`src/hw/rtl/base64_stream_decoder_macros.svh`:
```
// Assertion macros for the Base64 stream decoder.
`ifndef BASE64_STREAM_DECODER_MACROS_SVH
`define BASE64_STREAM_DECODER_MACROS_SVH

`ifndef SYNTH
`define B64D_ASSERT(label, clk, rstn, prop) \
    label: assert property (@(posedge clk) disable iff (!rstn) (prop)) \
        else $error("b64d assertion failed");
`define B64D_ASSERT_NEXT(label, clk, rstn, ante, cons) \
    label: assert property (@(posedge clk) disable iff (!rstn) (ante) |=> (cons)) \
        else $error("b64d assertion failed");
`else
`define B64D_ASSERT(label, clk, rstn, prop)
`define B64D_ASSERT_NEXT(label, clk, rstn, ante, cons)
`endif

`endif

```
`src/hw/rtl/b64d_pkg.sv`:
```
// Shared types and constants of the Base64 stream decoder.
package b64d_pkg;

    localparam logic [7:0] CH_PAD   = 8'h3D;
    localparam logic [7:0] CH_PLUS  = 8'h2B;
    localparam logic [7:0] CH_SLASH = 8'h2F;

    localparam logic [1:0] STATUS_OK     = 2'd0;
    localparam logic [1:0] STATUS_BAD    = 2'd1;
    localparam logic [1:0] STATUS_LONE   = 2'd2;
    localparam logic [1:0] STATUS_NODATA = 2'd3;

    localparam logic KIND_DATA   = 1'b0;
    localparam logic KIND_STATUS = 1'b1;

    localparam int Q_DEPTH = 4;
    localparam int Q_PTR_W = $clog2(Q_DEPTH);
    localparam int Q_CNT_W = $clog2(Q_DEPTH + 1);

    typedef struct packed {
        logic       kind;
        logic [7:0] data_byte;
        logic [1:0] status;
        logic       end_mark;
    } b64d_result_t;

    // results produced by one accepted character, first goes out first
    typedef struct packed {
        logic [1:0]   count;
        b64d_result_t first;
        b64d_result_t second;
    } b64d_push_t;

endpackage

```
`src/hw/rtl/base64_stream_decoder.sv`:
```
// Base64 stream decoder: one character per beat in, decoded bytes and status out.
// A result is written into the result queue when its character is accepted and is presented on m_ from there, in order.
// Throughput: one character per cycle; the last character of a text may add a
// status beat, so the 4-entry result queue sets the sustained rate when m_ stalls.
// Input is taken while the queue has room for two results.
// Reset: aresetn synchronous active low; clears decoder state and empties the queue.
`include "base64_stream_decoder_macros.svh"

module base64_stream_decoder
    import b64d_pkg::*;
(
    input  logic        aclk,
    input  logic        aresetn,
    input  logic        s_tvalid,
    output logic        s_tready,
    input  logic [7:0]  s_tdata,   // [7:0] char_code
    input  logic        s_tlast,   // is_final
    output logic        m_tvalid,
    input  logic        m_tready,
    output logic [15:0] m_tdata,   // [7:0] data_byte, [9:8] status, [15:10] zero
    output logic        m_tuser,   // kind
    output logic        m_tlast    // end_mark
);

    logic                beat;
    logic                sx_valid;
    logic [5:0]          sx_value;
    b64d_push_t          push;
    b64d_result_t        out_res;
    logic [Q_CNT_W-1:0]  q_count;

    assign s_tready = (q_count <= Q_CNT_W'(Q_DEPTH - 2));
    assign beat     = s_tvalid && s_tready;

    b64d_sextet u_sextet (
        .char_code (s_tdata),
        .valid     (sx_valid),
        .value     (sx_value)
    );

    b64d_core u_core (
        .aclk      (aclk),
        .aresetn   (aresetn),
        .beat      (beat),
        .char_code (s_tdata),
        .is_final  (s_tlast),
        .sx_valid  (sx_valid),
        .sx_value  (sx_value),
        .push      (push)
    );

    b64d_fifo u_fifo (
        .aclk      (aclk),
        .aresetn   (aresetn),
        .push      (push),
        .pop       (m_tvalid && m_tready),
        .out_valid (m_tvalid),
        .out_res   (out_res),
        .count     (q_count)
    );

    assign m_tdata = {6'd0, out_res.status, out_res.data_byte};
    assign m_tuser = out_res.kind;
    assign m_tlast = out_res.end_mark;

    `B64D_ASSERT(a_queue_bound, aclk, aresetn, q_count <= Q_CNT_W'(Q_DEPTH))
    `B64D_ASSERT_NEXT(a_final_gives_result, aclk, aresetn, beat && s_tlast, m_tvalid)
    `B64D_ASSERT(a_end_is_status, aclk, aresetn, !(m_tvalid && m_tlast) || m_tuser)
    `B64D_ASSERT(a_data_status, aclk, aresetn, !m_tvalid || m_tuser || m_tdata[9:8] == STATUS_OK)

endmodule

```
`src/hw/rtl/b64d_sextet.sv`:
```
// Character to 6-bit value lookup for the standard Base64 alphabet.
module b64d_sextet
    import b64d_pkg::*;
(
    input  logic [7:0] char_code,
    output logic       valid,
    output logic [5:0] value
);

    always_comb begin
        valid = 1'b1;
        value = 6'd0;
        if (char_code >= 8'h41 && char_code <= 8'h5A) begin
            value = 6'(char_code - 8'h41);
        end else if (char_code >= 8'h61 && char_code <= 8'h7A) begin
            value = 6'(char_code - 8'h61 + 8'd26);
        end else if (char_code >= 8'h30 && char_code <= 8'h39) begin
            value = 6'(char_code - 8'h30 + 8'd52);
        end else if (char_code == CH_PLUS) begin
            value = 6'd62;
        end else if (char_code == CH_SLASH) begin
            value = 6'd63;
        end else begin
            valid = 1'b0;
        end
    end

endmodule

```
`src/hw/rtl/b64d_core.sv`:
```
// Group phase, leftover bits and error tracking; builds the results of one beat.
module b64d_core
    import b64d_pkg::*;
(
    input  logic       aclk,
    input  logic       aresetn,
    input  logic       beat,
    input  logic [7:0] char_code,
    input  logic       is_final,
    input  logic       sx_valid,
    input  logic [5:0] sx_value,
    output b64d_push_t push
);

    logic [1:0] phase_reg, phase_next;
    logic [5:0] left_reg, left_next;
    logic       pad_reg, pad_next;
    logic [1:0] err_reg, err_next;
    logic       have_reg, have_next;

    logic       emit;
    logic [7:0] emit_byte;
    logic [1:0] status;
    b64d_result_t data_res, status_res;

    always_comb begin
        phase_next = phase_reg;
        left_next  = left_reg;
        pad_next   = pad_reg;
        err_next   = err_reg;
        have_next  = have_reg;
        emit       = 1'b0;
        emit_byte  = 8'd0;
        if (err_reg == STATUS_OK) begin
            if (char_code == CH_PAD) begin
                pad_next = 1'b1;
            end else if (!sx_valid || pad_reg) begin
                err_next = STATUS_BAD;
            end else begin
                have_next = 1'b1;
                case (phase_reg)
                    2'd0: begin
                        left_next  = sx_value;
                        phase_next = 2'd1;
                    end
                    2'd1: begin
                        emit       = 1'b1;
                        emit_byte  = {left_reg, sx_value[5:4]};
                        left_next  = {2'b00, sx_value[3:0]};
                        phase_next = 2'd2;
                    end
                    2'd2: begin
                        emit       = 1'b1;
                        emit_byte  = {left_reg[3:0], sx_value[5:2]};
                        left_next  = {4'b0000, sx_value[1:0]};
                        phase_next = 2'd3;
                    end
                    default: begin
                        emit       = 1'b1;
                        emit_byte  = {left_reg[1:0], sx_value};
                        left_next  = 6'd0;
                        phase_next = 2'd0;
                    end
                endcase
            end
        end

        // end-of-text status looks at the state after this character
        if (err_next != STATUS_OK) begin
            status = err_next;
        end else if (!have_next) begin
            status = STATUS_NODATA;
        end else if (phase_next == 2'd1) begin
            status = STATUS_LONE;
        end else begin
            status = STATUS_OK;
        end

        if (is_final) begin
            phase_next = 2'd0;
            left_next  = 6'd0;
            pad_next   = 1'b0;
            err_next   = STATUS_OK;
            have_next  = 1'b0;
        end
    end

    always_comb begin
        data_res.kind        = KIND_DATA;
        data_res.data_byte   = emit_byte;
        data_res.status      = STATUS_OK;
        data_res.end_mark    = 1'b0;
        status_res.kind      = KIND_STATUS;
        status_res.data_byte = 8'd0;
        status_res.status    = status;
        status_res.end_mark  = 1'b1;

        push.count  = beat ? ({1'b0, emit} + {1'b0, is_final}) : 2'd0;
        push.first  = emit ? data_res : status_res;
        push.second = status_res;
    end

    always_ff @(posedge aclk) begin
        if (!aresetn) begin
            phase_reg <= 2'd0;
            left_reg  <= 6'd0;
            pad_reg   <= 1'b0;
            err_reg   <= STATUS_OK;
            have_reg  <= 1'b0;
        end else if (beat) begin
            phase_reg <= phase_next;
            left_reg  <= left_next;
            pad_reg   <= pad_next;
            err_reg   <= err_next;
            have_reg  <= have_next;
        end
    end

endmodule

```
`src/hw/rtl/b64d_fifo.sv`:
```
// Small result queue; takes up to two results per cycle, hands out one.
module b64d_fifo
    import b64d_pkg::*;
(
    input  logic                aclk,
    input  logic                aresetn,
    input  b64d_push_t          push,
    input  logic                pop,
    output logic                out_valid,
    output b64d_result_t        out_res,
    output logic [Q_CNT_W-1:0]  count
);

    b64d_result_t         mem [Q_DEPTH];
    logic [Q_PTR_W-1:0]   wr_reg, wr_next;
    logic [Q_PTR_W-1:0]   rd_reg, rd_next;
    logic [Q_CNT_W-1:0]   cnt_reg, cnt_next;
    logic [Q_PTR_W-1:0]   wr_second;

    assign wr_second = wr_reg + Q_PTR_W'(1);
    assign out_valid = (cnt_reg != '0);
    assign out_res   = mem[rd_reg];
    assign count     = cnt_reg;

    always_comb begin
        wr_next  = wr_reg + Q_PTR_W'(push.count);
        rd_next  = rd_reg + Q_PTR_W'(pop);
        cnt_next = cnt_reg + Q_CNT_W'(push.count) - Q_CNT_W'(pop);
    end

    always_ff @(posedge aclk) begin
        if (push.count != 2'd0) begin
            mem[wr_reg] <= push.first;
        end
        if (push.count == 2'd2) begin
            mem[wr_second] <= push.second;
        end
    end

    always_ff @(posedge aclk) begin
        if (!aresetn) begin
            wr_reg  <= '0;
            rd_reg  <= '0;
            cnt_reg <= '0;
        end else begin
            wr_reg  <= wr_next;
            rd_reg  <= rd_next;
            cnt_reg <= cnt_next;
        end
    end

endmodule

```
`config.mk`:
```
export PLATFORM = sky130hd
export DESIGN_NAME = base64_stream_decoder
export DESIGN_NICKNAME = d
export VERILOG_FILES = /design/src/hw/rtl/b64d_pkg.sv /design/src/hw/rtl/base64_stream_decoder.sv /design/src/hw/rtl/b64d_sextet.sv /design/src/hw/rtl/b64d_core.sv /design/src/hw/rtl/b64d_fifo.sv
export VERILOG_INCLUDE_DIRS = /design/src /design/src/hw/rtl
export SDC_FILE = /design/constraint.sdc
export NUM_CORES = 1
export LEC_CHECK = 0
export ABC_AREA = 1
export BUFFER_PORTS_ARGS = -buffer_cell sky130_fd_sc_hd__buf_2
export CAP_MARGIN = 20
export CORE_MARGIN = 8
export CORE_UTILIZATION = 55
export CTS_CLUSTER_DIAMETER = 60
export DETAILED_ROUTE_END_ITERATION = 12
export MAX_ROUTING_LAYER = met4
export PLACE_DENSITY = 0.82
export SYNTH_ARGS = -nofsm -noshare
export SYNTH_HDL_FRONTEND = slang
export SYNTH_SLANG_ARGS = --single-unit
```
`constraint.sdc`:
```
create_clock -name aclk -period 3.85 [get_ports aclk]
set_input_delay 0.385 -clock aclk [delete_from_list [all_inputs] [get_ports aclk]]
set_output_delay 0.385 -clock aclk [all_outputs]
set_load 0.03 [all_outputs]
```
==> reports/summary.txt <==
wire length per cell - 13.7 um
most frequent cells in the layout - nand2_1 (129), nor2_1 (64), dfxtp_1 (55)
Largest register FFs - 44
DRT iter0 DRCs - 153
CP Buf/Inv Count - 5
post-synth cell types - 40
initial antenna violation count - 0
Setup Viol. Count Final - 0
Clock Latency Late Sink - 0.34 ns
Clock Tree Root - clkbuf_8
Slew @ Worst Pin - 0.634 ns
FF-to-FF End - u_fifo.mem[0][2]
CP Launch Point - s_tdata[0]
number of global-route vias before repair - 3376
area share of the largest cell type after synthesis - 0.285
Tcrit/Tclk final - 0.791
RSZ-0062 raised after global routing - false
# clock sinks - 63
die width - 99.8 um
crit-path cells - buf_2 > inv_1 > ha_1 > inv_1 > nand2_1 > nand2_1 > nand2_1 > nand3_1 > nand2_2 > nand3_4 > nand3_4 > nor2_4 > ha_1 > inv_1 > nor2_2 > nor2_4 > nor3_4 > inv_2 > nand2_1 > o21ai_1 > a21oi_1
register area share after synthesis - 0.348
largest net degree at the start of global routing - 25
Post-DP HPWL - 6.93 mm
CP peak stage delay - 0.30 ns
Peak Freq - 328 MHz
Final TNS setup - 0 ns
Final WS setup - 0.804 ns
Worst IR Drop VDD - 0.254 mV
# Post-CTS Setup Buffers - 0
Util after Layout - 0.625
PortBufs - 26
Die H - 99.8 um
hold_sp - aresetn
CP required - 4.04 ns
Crit path max-delay family - simple AND/OR/NAND/NOR gates
fin crit period - 3.05 ns
hold buffer count at CTS - 0
Final ANT Viol Nets - 0
Arrival @ worst endpoint - 3.23 ns
GRT overflow - 0
Tot GR Track Use - 0.193
Leak - 2.00 nW
Critical Path End Type - flip-flop
Synth Area per Inst - 7.05 sq um
layout cells sized above 1 - 0.158
routability cong. - 0.989
crit path kind - in2reg
most common cell after layout, fill and taps aside - nand2_1
via count - 3623
R2R setup slack - 1.32 ns
Critical Path Stages - 21
routed vias/inst - 5.40
Initial Utilization - 0.568
maximum fanout along the worst path - 7
final instance area - 4250 sq um
most used cell, CP - nand2_1
Worst Reg-to-Reg Cells - 14
post-placement cell area - 4030 sq um
row count - 30
register bit total from synthesis - 63
Top-Level Pins - 33
Cells after Synth - 547
DRC Markers - 0
CORE AREA - 6790 sq um
CTS max path bufs - 2
Cell Pwr Density - 550 nW/um^2
TritonCTS Buffers - 9
worst r2r src - u_core.err_reg[1]
Clock H-tree levels - 3
post-CTS sizing - 0
Nets - 601
max_cap viols - 0
Filler cells - 605
Yosys warnings - 0
Final Max Tran Viols - 0
Crit-path slowest cell - ha_1
top post-synthesis cells by area - dfxtp_1 (29%), nand2_1 (13%), edfxtp_1 (6.2%)
post-route total power - 0.00233 W
clock transition at the registers of the reported paths - 0.07 ns
status - complete, no violations
Worst slew margin - 0.577
CTS tree - done
Layout area overhead - 10.0%
Hold Crit Class - in2reg
final hold vios - 0
Detailed Routing Iterations Pass 1 - 4
Setup WS pre-CTS - 0.478 ns
clk_skew - 0.0101 ns
Die ar. - 9950 sq um
final WL - 9.21 mm
Synth Cell Area - 3860 sq um
Ant. Diodes - 0
largest area contributor in the synthesized netlist - dfxtp_1
crit start category - input port
first-pass GRT wire length - 15.4 mm
Setup crit end - u_fifo.mem[0][2]
## how the worst min path moves through the flow
| stage | slack, ns | endpoint | depth (start not counted) |
|---|---|---|---|
| 2_1_floorplan | 0.42 | u_fifo.mem[1][5] | 2 |
| 3_3_place_gp | 0.44 | u_fifo.mem[2][4] | 2 |
| 3_5_place_dp | 0.44 | u_fifo.mem[1][6] | 2 |
| 4_1_cts | 0.38 | u_fifo.rd_reg[0] | 3 |
| 5_1_grt | 0.41 | u_fifo.count[0] | 3 |
| 6_report | 0.39 | u_fifo.rd_reg[0] | 3 |
## metal layers
metal  track usage  vias up  wire length, um
met5             -        -                0
met4        0.0780        0              182
met3        0.0370       22              560
met2         0.313      127             4340
met1         0.230     1660             4130
li1              -     1814                -
## where the power goes
group          leakage (nW)  internal [W]  total (W)  switching [W]
Sequential            0.526      0.000737   0.000792      0.0000547
Combinational          1.36      0.000274   0.000916       0.000642
Clock                 0.109      0.000371   0.000627       0.000257
Total                  2.00       0.00138    0.00233       0.000954
## logic make-up after synthesis
group	Yosys count	share of synthesized area
buf+inv	81	0.0885
compound gates	108	0.162
other cells	1	0.000972
flops	63	0.348
xor+xnor	12	0.0272
simple gates	264	0.314
fa+ha+maj	18	0.0603
## cells in the mapped netlist (all sizes together)
cell,n
nand2,138
nor2,71
o21ai,65
inv,61
dfxtp,55
nand3,44
a21oi,24
ha,17
buf,11
o22ai,11
clkbuf,9
xor2,9
edfxtp,8
nor3,5
o211ai,5
xnor2,3
nand3b,2
nand4,2
a21boi,1
a221o,1
a22oi,1
and3,1
conb,1
fa,1
or2,1
## per-stage QoR
stage | hold WS (ns) | instances
2_1_floorplan | 0.421 | 552
3_3_place_gp | 0.435 | 655
3_5_place_dp | 0.442 | 655
4_1_cts | 0.382 | 671
5_1_grt | 0.412 | 671
6_report | 0.393 | 671
## worst min-delay path: stages
cell	delay, ns
buf_2	0.18
nand2_1	0.08
inv_1	0.03
## cell type report
| type | count | area [sq um] | share of cell area |
|---|---|---|---|
| clock inverters | 2 | 37.5 | 0.00884 |
| flip-flops and latches | 63 | 1340 | 0.316 |
| inverters | 61 | 231 | 0.0545 |
| repair buffers | 27 | 138 | 0.0324 |
| multi-input cells | 408 | 2190 | 0.517 |
| clock buffers | 14 | 183 | 0.0430 |
| well taps | 96 | 120 | 0.0283 |
(Power assumes the default switching activity.)
